File: src/hw/rtl/i2a_pkg.sv
`timescale 1ns / 1ps
// Package for the integer-to-ASCII formatter: sizes, character codes,
// sequencer state type and the digit glyph function. No dependencies.
package i2a_pkg;

    localparam int VALUE_WIDTH = 32;
    localparam int MAX_FIELD   = 63;
    localparam int STORE_DEPTH = VALUE_WIDTH + 1;
    localparam int ADDR_W      = $clog2(STORE_DEPTH);
    localparam int LEN_W       = $clog2(STORE_DEPTH + 1);
    localparam int CNT_W       = $clog2(VALUE_WIDTH);
    localparam int FW_W        = 6;
    localparam int RADIX_W     = 5;
    localparam int DIGIT_W     = 4;

    localparam logic [RADIX_W-1:0] RADIX_MIN = 5'd2;
    localparam logic [RADIX_W-1:0] RADIX_MAX = 5'd16;

    localparam logic [7:0] CHAR_ZERO  = 8'h30;
    localparam logic [7:0] CHAR_UPPER = 8'h41;
    localparam logic [7:0] CHAR_LOWER = 8'h61;
    localparam logic [7:0] CHAR_MINUS = 8'h2d;
    localparam logic [7:0] CHAR_PLUS  = 8'h2b;

    typedef enum logic [2:0] {
        ST_IDLE,
        ST_DIV_GO,
        ST_DIV_WAIT,
        ST_SIGN,
        ST_PAD,
        ST_TXT_RD,
        ST_TXT_OUT
    } state_t;

    // ASCII glyph of one digit, 0-9 then a-f or A-F
    function automatic logic [7:0] digit_glyph(input logic [DIGIT_W-1:0] d,
                                               input logic lower);
        logic [7:0] ch;
        if (d < 4'd10)
        begin
            ch = CHAR_ZERO + {4'd0, d};
        end
        else if (lower)
        begin
            ch = CHAR_LOWER + {4'd0, d} - 8'd10;
        end
        else
        begin
            ch = CHAR_UPPER + {4'd0, d} - 8'd10;
        end
        return ch;
    endfunction

endpackage

File: src/hw/rtl/i2a_in_if.sv
`timescale 1ns / 1ps
// Input channel of the formatter: valid/ready plus value and format fields.
// Depends on i2a_pkg.
interface i2a_in_if;
    logic                              valid;
    logic                              ready;
    logic [31:0]                       value;
    logic                              signed_mode;
    logic                              show_plus;
    logic [i2a_pkg::RADIX_W-1:0]       radix;
    logic                              lower_digits;
    logic                              left_justify;
    logic [i2a_pkg::FW_W-1:0]          field_width;
    logic [7:0]                        pad_char;

    modport source (output valid, value, signed_mode, show_plus, radix, lower_digits,
                    left_justify, field_width, pad_char, input ready);
    modport sink   (input valid, value, signed_mode, show_plus, radix, lower_digits,
                    left_justify, field_width, pad_char, output ready);
endinterface

File: src/hw/rtl/i2a_out_if.sv
`timescale 1ns / 1ps
// Output channel of the formatter: one character per beat, last flag.
// No dependencies.
interface i2a_out_if;
    logic       valid;
    logic       ready;
    logic [7:0] out_char;
    logic       last;

    modport source (output valid, out_char, last, input ready);
    modport sink   (input valid, out_char, last, output ready);
endinterface

File: src/hw/rtl/i2a_ram.sv
`timescale 1ns / 1ps
// Generic single-write, single-read RAM with registered read data.
// No dependencies.
module i2a_ram #(
    parameter int WIDTH = 8,
    parameter int DEPTH = 33
) (
    input  logic                     clk,
    input  logic                     we,
    input  logic [$clog2(DEPTH)-1:0] waddr,
    input  logic [WIDTH-1:0]         wdata,
    input  logic [$clog2(DEPTH)-1:0] raddr,
    output logic [WIDTH-1:0]         rdata
);

    logic [WIDTH-1:0] mem [DEPTH];

    always_ff @(posedge clk)
    begin
        if (we)
        begin
            mem[waddr] <= wdata;
        end
        rdata <= mem[raddr];
    end

endmodule

File: src/hw/rtl/i2a_div.sv
`timescale 1ns / 1ps
// Bit-serial restoring divider: VALUE_WIDTH-bit dividend by a radix of 2..16,
// one quotient bit per cycle. Depends on i2a_pkg.
module i2a_div (
    input  logic                                 clk,
    input  logic                                 rst_n,
    input  logic                                 start,
    input  logic [i2a_pkg::VALUE_WIDTH-1:0]      dividend,
    input  logic [i2a_pkg::RADIX_W-1:0]          divisor,
    output logic [i2a_pkg::VALUE_WIDTH-1:0]      quotient,
    output logic [i2a_pkg::DIGIT_W-1:0]          remainder,
    output logic                                 done
);

    logic [i2a_pkg::VALUE_WIDTH-1:0] q_reg, q_next;
    logic [i2a_pkg::DIGIT_W-1:0]     r_reg, r_next;
    logic [i2a_pkg::CNT_W-1:0]       cnt_reg, cnt_next;
    logic                            busy_reg, busy_next;
    logic                            done_reg, done_next;
    logic [i2a_pkg::RADIX_W-1:0]     trial;
    logic                            ge;

    // partial remainder stays below divisor, so 4 bits hold it
    assign trial = {r_reg, q_reg[i2a_pkg::VALUE_WIDTH-1]};
    assign ge    = (trial >= divisor);

    always_comb
    begin
        q_next    = q_reg;
        r_next    = r_reg;
        cnt_next  = cnt_reg;
        busy_next = busy_reg;
        done_next = 1'b0;
        if (start)
        begin
            q_next    = dividend;
            r_next    = '0;
            cnt_next  = '0;
            busy_next = 1'b1;
        end
        else if (busy_reg)
        begin
            q_next   = {q_reg[i2a_pkg::VALUE_WIDTH-2:0], ge};
            r_next   = ge ? i2a_pkg::DIGIT_W'(trial - divisor)
                          : i2a_pkg::DIGIT_W'(trial);
            cnt_next = cnt_reg + 1'b1;
            if (cnt_reg == i2a_pkg::CNT_W'(i2a_pkg::VALUE_WIDTH - 1))
            begin
                busy_next = 1'b0;
                done_next = 1'b1;
            end
        end
    end

    always_ff @(posedge clk or negedge rst_n)
    begin
        if (!rst_n)
        begin
            cnt_reg  <= '0;
            busy_reg <= 1'b0;
            done_reg <= 1'b0;
        end
        else
        begin
            cnt_reg  <= cnt_next;
            busy_reg <= busy_next;
            done_reg <= done_next;
        end
    end

    always_ff @(posedge clk)
    begin
        q_reg <= q_next;
        r_reg <= r_next;
    end

    assign quotient  = q_reg;
    assign remainder = r_reg;
    assign done      = done_reg;

endmodule

File: src/hw/rtl/integer_to_ascii_padded.sv
`timescale 1ns / 1ps
// integer_to_ascii_padded: integer in, padded ASCII text out, one char a beat; uses i2a_pkg,
// i2a_in_if, i2a_out_if, i2a_ram and i2a_div.
// Sequence: one divider pass per digit, D = digit count (1..VALUE_WIDTH), then the sign write,
// then pad and text chars in field order; each text char is read from the digit RAM first.
// A new item is accepted only once the last char of the previous one is in the output register.
// Reset (rst_n, async, active low) clears sequencer and output valid; digit RAM not cleared.
module integer_to_ascii_padded (
    input  logic      clk,
    input  logic      rst_n,
    i2a_in_if.sink    din,
    i2a_out_if.source dout
);

    i2a_pkg::state_t state_reg, state_next;

    // per-item settings, latched on accept
    logic [i2a_pkg::VALUE_WIDTH-1:0] mag_reg, mag_next;
    logic [i2a_pkg::RADIX_W-1:0]     radix_reg, radix_next;
    logic                            lower_reg, lower_next;
    logic                            left_reg, left_next;
    logic [i2a_pkg::FW_W-1:0]        width_reg, width_next;
    logic [7:0]                      pad_char_reg, pad_char_next;
    logic [7:0]                      sign_char_reg, sign_char_next;
    logic                            has_sign_reg, has_sign_next;

    // text length, pad chars left, text chars left
    logic [i2a_pkg::LEN_W-1:0]       len_reg, len_next;
    logic [i2a_pkg::FW_W-1:0]        pad_cnt_reg, pad_cnt_next;
    logic [i2a_pkg::LEN_W-1:0]       txt_idx_reg, txt_idx_next;

    // output register, parts the sequencer from the sink
    logic                            out_valid_reg, out_valid_next;
    logic [7:0]                      out_char_reg, out_char_next;
    logic                            out_last_reg, out_last_next;

    // decoded input beat
    logic [i2a_pkg::VALUE_WIDTH-1:0] raw;
    logic                            neg;
    logic [i2a_pkg::RADIX_W-1:0]     radix_c;
    logic [i2a_pkg::FW_W-1:0]        width_c;
    logic [i2a_pkg::LEN_W-1:0]       len_total;
    logic [i2a_pkg::FW_W-1:0]        pad_total;
    logic                            slot_free;

    // divider hookup
    logic                            div_start;
    logic [i2a_pkg::VALUE_WIDTH-1:0] div_q;
    logic [i2a_pkg::DIGIT_W-1:0]     div_r;
    logic                            div_done;

    // digit store: least significant digit at entry 0, sign on top
    logic                            ram_we;
    logic [i2a_pkg::ADDR_W-1:0]      ram_waddr;
    logic [7:0]                      ram_wdata;
    logic [i2a_pkg::ADDR_W-1:0]      ram_raddr;
    logic [7:0]                      ram_rdata;

    i2a_div u_div (
        .clk       (clk),
        .rst_n     (rst_n),
        .start     (div_start),
        .dividend  (mag_reg),
        .divisor   (radix_reg),
        .quotient  (div_q),
        .remainder (div_r),
        .done      (div_done)
    );

    i2a_ram #(
        .WIDTH (8),
        .DEPTH (i2a_pkg::STORE_DEPTH)
    ) u_store (
        .clk   (clk),
        .we    (ram_we),
        .waddr (ram_waddr),
        .wdata (ram_wdata),
        .raddr (ram_raddr),
        .rdata (ram_rdata)
    );

    assign raw = i2a_pkg::VALUE_WIDTH'(din.value);
    assign neg = din.signed_mode & raw[i2a_pkg::VALUE_WIDTH-1];

    // out-of-range radix and field width saturate
    always_comb
    begin
        if (din.radix < i2a_pkg::RADIX_MIN)
        begin
            radix_c = i2a_pkg::RADIX_MIN;
        end
        else if (din.radix > i2a_pkg::RADIX_MAX)
        begin
            radix_c = i2a_pkg::RADIX_MAX;
        end
        else
        begin
            radix_c = din.radix;
        end
        if (din.field_width > i2a_pkg::FW_W'(i2a_pkg::MAX_FIELD))
        begin
            width_c = i2a_pkg::FW_W'(i2a_pkg::MAX_FIELD);
        end
        else
        begin
            width_c = din.field_width;
        end
    end

    // text length once the sign is in; padding fills up to the field width
    assign len_total = len_reg + i2a_pkg::LEN_W'(has_sign_reg);
    assign pad_total = (width_reg > i2a_pkg::FW_W'(len_total))
                     ? (width_reg - i2a_pkg::FW_W'(len_total))
                     : '0;

    assign slot_free = !out_valid_reg || dout.ready;
    assign ram_raddr = i2a_pkg::ADDR_W'(txt_idx_reg - 1'b1);
    assign din.ready = (state_reg == i2a_pkg::ST_IDLE);
    assign div_start = (state_reg == i2a_pkg::ST_DIV_GO);

    always_comb
    begin
        state_next     = state_reg;
        mag_next       = mag_reg;
        radix_next     = radix_reg;
        lower_next     = lower_reg;
        left_next      = left_reg;
        width_next     = width_reg;
        pad_char_next  = pad_char_reg;
        sign_char_next = sign_char_reg;
        has_sign_next  = has_sign_reg;
        len_next       = len_reg;
        pad_cnt_next   = pad_cnt_reg;
        txt_idx_next   = txt_idx_reg;
        out_valid_next = out_valid_reg && !dout.ready;
        out_char_next  = out_char_reg;
        out_last_next  = out_last_reg;
        ram_we         = 1'b0;
        ram_waddr      = i2a_pkg::ADDR_W'(len_reg);
        ram_wdata      = i2a_pkg::digit_glyph(div_r, lower_reg);

        unique case (state_reg)
            i2a_pkg::ST_IDLE:
            begin
                if (din.valid)
                begin
                    mag_next       = neg ? (~raw + 1'b1) : raw;
                    radix_next     = radix_c;
                    lower_next     = din.lower_digits;
                    left_next      = din.left_justify;
                    width_next     = width_c;
                    pad_char_next  = din.pad_char;
                    sign_char_next = neg ? i2a_pkg::CHAR_MINUS : i2a_pkg::CHAR_PLUS;
                    has_sign_next  = neg || din.show_plus;
                    len_next       = '0;
                    state_next     = i2a_pkg::ST_DIV_GO;
                end
            end

            i2a_pkg::ST_DIV_GO:
            begin
                state_next = i2a_pkg::ST_DIV_WAIT;
            end

            // a zero value runs one pass and yields the single '0' digit
            i2a_pkg::ST_DIV_WAIT:
            begin
                if (div_done)
                begin
                    ram_we     = 1'b1;
                    len_next   = len_reg + 1'b1;
                    mag_next   = div_q;
                    state_next = (div_q == '0) ? i2a_pkg::ST_SIGN : i2a_pkg::ST_DIV_GO;
                end
            end

            i2a_pkg::ST_SIGN:
            begin
                ram_we       = has_sign_reg;
                ram_wdata    = sign_char_reg;
                len_next     = len_total;
                txt_idx_next = len_total;
                pad_cnt_next = pad_total;
                if (!left_reg && pad_total != '0)
                begin
                    state_next = i2a_pkg::ST_PAD;
                end
                else
                begin
                    state_next = i2a_pkg::ST_TXT_RD;
                end
            end

            i2a_pkg::ST_PAD:
            begin
                if (slot_free)
                begin
                    out_valid_next = 1'b1;
                    out_char_next  = pad_char_reg;
                    out_last_next  = left_reg && (pad_cnt_reg == 6'd1);
                    pad_cnt_next   = pad_cnt_reg - 1'b1;
                    if (pad_cnt_reg == 6'd1)
                    begin
                        state_next = left_reg ? i2a_pkg::ST_IDLE : i2a_pkg::ST_TXT_RD;
                    end
                end
            end

            i2a_pkg::ST_TXT_RD:
            begin
                state_next = i2a_pkg::ST_TXT_OUT;
            end

            // read address holds while waiting, so read data stays put
            i2a_pkg::ST_TXT_OUT:
            begin
                if (slot_free)
                begin
                    out_valid_next = 1'b1;
                    out_char_next  = ram_rdata;
                    out_last_next  = (txt_idx_reg == 6'd1)
                                   && (!left_reg || pad_cnt_reg == '0);
                    txt_idx_next   = txt_idx_reg - 1'b1;
                    if (txt_idx_reg == 6'd1)
                    begin
                        if (left_reg && pad_cnt_reg != '0)
                        begin
                            state_next = i2a_pkg::ST_PAD;
                        end
                        else
                        begin
                            state_next = i2a_pkg::ST_IDLE;
                        end
                    end
                    else
                    begin
                        state_next = i2a_pkg::ST_TXT_RD;
                    end
                end
            end

            default:
            begin
                state_next = i2a_pkg::ST_IDLE;
            end
        endcase
    end

    always_ff @(posedge clk or negedge rst_n)
    begin
        if (!rst_n)
        begin
            state_reg     <= i2a_pkg::ST_IDLE;
            len_reg       <= '0;
            pad_cnt_reg   <= '0;
            txt_idx_reg   <= '0;
            out_valid_reg <= 1'b0;
            mag_reg       <= '0;
        end
        else
        begin
            state_reg     <= state_next;
            len_reg       <= len_next;
            pad_cnt_reg   <= pad_cnt_next;
            txt_idx_reg   <= txt_idx_next;
            out_valid_reg <= out_valid_next;
            mag_reg       <= mag_next;
        end
    end

    always_ff @(posedge clk)
    begin
        radix_reg     <= radix_next;
        lower_reg     <= lower_next;
        left_reg      <= left_next;
        width_reg     <= width_next;
        pad_char_reg  <= pad_char_next;
        sign_char_reg <= sign_char_next;
        has_sign_reg  <= has_sign_next;
        out_char_reg  <= out_char_next;
        out_last_reg  <= out_last_next;
    end

    assign dout.valid    = out_valid_reg;
    assign dout.out_char = out_char_reg;
    assign dout.last     = out_last_reg;

endmodule

File: src/flat_wrapper.sv
// flat-port wrapper written by rule: the top's interface ports become plain ports
module integer_to_ascii_padded_flat 
  (clk, rst_n, din_valid, din_value, din_signed_mode, din_show_plus, din_radix, din_lower_digits, din_left_justify, din_field_width, din_pad_char, din_ready, dout_valid, dout_out_char, dout_last, dout_ready);
  i2a_in_if din_i ();
  i2a_out_if dout_i ();
  input  logic clk;
  input  logic rst_n;
  input wire logic [$bits(din_i.valid)-1:0] din_valid;
  input wire logic [$bits(din_i.value)-1:0] din_value;
  input wire logic [$bits(din_i.signed_mode)-1:0] din_signed_mode;
  input wire logic [$bits(din_i.show_plus)-1:0] din_show_plus;
  input wire logic [$bits(din_i.radix)-1:0] din_radix;
  input wire logic [$bits(din_i.lower_digits)-1:0] din_lower_digits;
  input wire logic [$bits(din_i.left_justify)-1:0] din_left_justify;
  input wire logic [$bits(din_i.field_width)-1:0] din_field_width;
  input wire logic [$bits(din_i.pad_char)-1:0] din_pad_char;
  output wire logic [$bits(din_i.ready)-1:0] din_ready;
  output wire logic [$bits(dout_i.valid)-1:0] dout_valid;
  output wire logic [$bits(dout_i.out_char)-1:0] dout_out_char;
  output wire logic [$bits(dout_i.last)-1:0] dout_last;
  input wire logic [$bits(dout_i.ready)-1:0] dout_ready;
  assign din_i.valid = din_valid;
  assign din_i.value = din_value;
  assign din_i.signed_mode = din_signed_mode;
  assign din_i.show_plus = din_show_plus;
  assign din_i.radix = din_radix;
  assign din_i.lower_digits = din_lower_digits;
  assign din_i.left_justify = din_left_justify;
  assign din_i.field_width = din_field_width;
  assign din_i.pad_char = din_pad_char;
  assign din_ready = din_i.ready;
  assign dout_valid = dout_i.valid;
  assign dout_out_char = dout_i.out_char;
  assign dout_last = dout_i.last;
  assign dout_i.ready = dout_ready;
  integer_to_ascii_padded u_core (.clk(clk), .rst_n(rst_n), .din(din_i), .dout(dout_i));
endmodule
File: config.mk
export PLATFORM = sky130hd
export DESIGN_NAME = integer_to_ascii_padded_flat
export DESIGN_NICKNAME = d
export VERILOG_FILES = /design/src/hw/rtl/i2a_pkg.sv /design/src/hw/rtl/i2a_in_if.sv /design/src/hw/rtl/i2a_out_if.sv /design/src/hw/rtl/i2a_ram.sv /design/src/hw/rtl/i2a_div.sv /design/src/hw/rtl/integer_to_ascii_padded.sv /design/src/flat_wrapper.sv
export SDC_FILE = /design/constraint.sdc
export NUM_CORES = 1
export LEC_CHECK = 0
export BUFFER_PORTS_ARGS = -buffer_cell sky130_fd_sc_hd__buf_2
export CORE_ASPECT_RATIO = 1.25
export CORE_MARGIN = 3
export CORE_UTILIZATION = 50
export DETAILED_ROUTE_END_ITERATION = 12
export GPL_TIMING_DRIVEN = 0
export MAX_ROUTING_LAYER = met4
export PLACE_DENSITY_LB_ADDON = 0.12
export SYNTH_ARGS = -nofsm -noshare
export SYNTH_HDL_FRONTEND = slang
export SYNTH_SLANG_ARGS = --single-unit
File: constraint.sdc
create_clock -name clk -period 4.45 [get_ports clk]
set_input_delay 0 -clock clk [delete_from_list [all_inputs] [get_ports clk]]
set_output_delay 0 -clock clk [all_outputs]
set_load 0.01 [all_outputs]
==> flow_summary.yaml <==
status:
  status: "finished, final reports clean"
logic_synthesis:
  syn_inst: 1183
  synth_top_area_cell: "edfxtp_1"
  synthTopCellsByArea: "edfxtp_1, mux4_2, dfrtp_1"
  avgSynthCellArea_um2: 13.80
  ys.flop_type: "edfxtp_1"
  syn_area_um2: 16320
  synthArstFlopShare_pct: 16.58
  yosys_warnings: 0
  ys_types: 63
  synth_edf_count: 296
  ys_seq_elements: 368
  synth_nets: 1263
  yosysSeqAreaShare_pct: 65.16
  synth_top_area_share_pct: 54.46
critical_path:
  crit_path_end_kind: "flip-flop"
  crit_path_start_kind: "flip-flop"
  required_ns: 4.83
  critical_path.max_stage_delay_ns: 0.52
  crit_type: "flip-flop to flip-flop"
  arrival_ns: 4.58
  critPathTopFamily: "buffers and inverters"
  slowest_stage: "mux4_2"
  crit_chain: "clkbuf_1, buf_2, buf_2, inv_1, ha_1, clkbuf_2, clkbuf_2, mux4_2, mux4_2, mux2i_1, a21oi_1"
  cp_num_buf_inv: 6
  path_max_fanout: 10
floorplan:
  ios: 70
  rows: 73
  initial_core_util_pct: 51.05
  die_h_um: 208.0
  coreArea_um2: 31970
  fp.dieArea_um2: 34860
  die_w_um: 167.6
grt:
  antenna_found_initial: 0
  grt_usage_pct: 21.99
  grt_pass1_wl_um: 58010
  grt_pass1_vias: 10320
  grt_overflow: 0
  grt_max_degree: 62
cts:
  insertion_delay_ns: 0.53
  clkTransAtPathRegs_ns: 0.06
  cts_sinks: 368
  cts_tree: "yes"
  cts.path.max_buffers: 3
  clockRootBuffer: "clkbuf_16"
  cts_htree_levels: 2
  cts_made_buffers: 37
  post-cts-setup-buffers: 0
power_and_ir_drop:
  switching_share_pct: 34.54
  p_per_area_nw_per_um2: 684.2
  p_leak_nw: 6.857
  ir_drop_mv: 0.3446
  p_comb_share_pct: 36.6
  power_frac_seq_pct: 39.8
  power.switching_mw: 4.514
  p_int_mw: 8.557
  pwr-share-clk_pct: 23.5
final_layout:
  fin_util_pct: 59.76
  post-route-cell-area_um2: 19100
  layout.nets: 1434
  syn_to_final_growth_pct: 17.06
  finalNonFillerCells: 1793
  largest_register_ffs: 231
  drive_above_1_share_pct: 16.00
  antennaDiodeCount: 0
  fill_cells: 2531
placement:
  dp_cells: 1661
  dp_slack_ns: -0.6430
  portBuffers: 63
  place_area_um2: 17240
  finalWeightedCongestion: 0.8411
  dp_hpwl_um: 26130
sta:
  hold_ws_ns: 0.06371
  setup_viol: 0
  timing.final.ws_setup_ns: 0.2450
  skew_ns: 0.01064
  slew_viol_final: 0
  worstMarginPinSlew_ns: 1.343
  rsz0062_at_grt: "no"
  max_slew_margin_pct: 10.24
  max_freq_ghz: 0.2378
  period_share_pct: 94.49
  fin_crit_ns: 4.205
  hold_viol: 0
drt:
  post_drt_wl_per_cell_um: 20.55
  drc: 0
  viasPerCell: 5.630
  drtIter0Drc: 765
  first_pass_iters: 5
  routed_wl_um: 36850
  ant_nets: 0
  vias: 10094
job:
  timing.max_cap.violations: 0
min_path:
  hp-class: "input port to flip-flop"
[worst min-delay path, stage by stage]
cell and delay (ns):
buf_2 0.11, inv_1 0.08, xnor2_1 0.09, nor2_1 0.08, a21oi_1 0.04, o21ai_0 0.14
[per-stage QoR]
step	total power [mW]	setup TNS, ns
after global placement	9.811	-3.480
after global routing	13.79	0
final	13.07	0
after detailed placement	9.991	-4.095
after floorplan	8.312	0
after CTS	13.17	0
[path summary, 6_finish.rpt]
path | slack [ns] | startpoint | to | cells after the start
worst max-delay path | 0.25 | u_core.txt_idx_reg[0] | u_core.u_store.rdata[6] | 11
worst min-delay path | 0.06 | din_value[10] | u_core.mag_reg[10] | 6
worst max register to register | 0.25 | u_core.txt_idx_reg[0] | u_core.u_store.rdata[6] | 11
worst min register to register | 0.48 | u_core.mag_reg[13] | u_core.mag_reg[13] | 2
max in group asynchronous | 3.74 | rst_n | u_core.mag_reg[22] | 2
min in group asynchronous | 0.12 | rst_n | u_core.mag_reg[9] | 2
[layout by cell type, fill, tap and decap left out, types with 19 or more instances in the layout]
cell type and instances:
xnor2_1 32, dfrtp_1 61, a21oi_1 65, nand2_1 166, inv_1 27, mux4_2 70
buf_2 65, nor2_1 107, ha_1 19, dlygate4sd3_1 66, clkbuf_16 37, clkbuf_1 58
o21ai_0 58, edfxtp_1 296
[area by class of cell]
class / instances / area [um2] / share of cell area, %
Sequential cell: 368 / 10640 / 55.67
Multi-Input combinational cell: 722 / 5375 / 28.14
Timing Repair Buffer: 132 / 1036 / 5.423
Clock buffer: 50 / 1005 / 5.259
Tap cell: 412 / 515.5 / 2.698
Buffer: 65 / 254.0 / 1.329
Clock inverter: 16 / 178.9 / 0.9365
Inverter: 28 / 105.1 / 0.5501
[per-layer routing]
metal | up-vias | GRT usage (%) | wire, um | part of all wire (%)
met4 | 0 | 6.633 | 1062 | 2.9
met3 | 54 | 2.718 | 1479 | 4.0
li1 | 4762 | - | - | -
met1 | 5038 | 26.11 | 14490 | 39
met5 | - | - | 0 | 0
met2 | 240 | 39.36 | 19820 | 54
[Yosys cell counts, drive strengths merged (2+ instances only)]
library cell	n
dfrtp	61
a21oi	67
nor4	12
nand2b	8
nor2b	9
o22ai	6
and2	2
a31oi	9
nand2	167
nor2	108
mux4	70
nand3	9
nand4	7
nor3	17
inv	27
a22o	2
fa	2
nand3b	3
o41ai	2
ha	19
nor3b	2
and3	2
mux2	12
buf	12
xor2	17
clkbuf	53
o31ai	7
nor4b	2
dfxtp	11
edfxtp	296
o21ai	59
xnor2	33
or3	10
a21o	8
or4	4
maj3	9
a211oi	3
mux2i	14
o211ai	5
[what timing repair did]
item / in CTS / in global routing
gates resized for setup: 6 / 2
hold endpoints to repair: 116 / 0
hold buffers: 66 / 0
cloned: 0 / 0
setup endpoints to repair: 7 / 10
[logic make-up (layout without fill, tap and decap cells)]
logic type	Yosys count	in the layout	synth area share (%)
flip-flops	368	368	65.16
AND/OR/NAND/NOR	366	366	9.905
AO/OA/AOI/OAI	180	180	6.486
multiplexers	96	96	11.35
buffers and inverters	93	291	2.154
XOR/XNOR	50	50	2.683
adder cells (fa/ha/maj)	30	30	2.262
[power by group through the flow]
stage               logic (mW)  clock network (mW)  registers, mW
floorplan                 3.17                   0           5.14
global placement          4.53                   0           5.28
detailed placement        4.73                   0           5.26
CTS                       4.83                3.14           5.20
global route              5.25                3.27           5.27
finish                    4.79                3.08           5.21
Note: power is estimated with default switching activity, not from simulation.
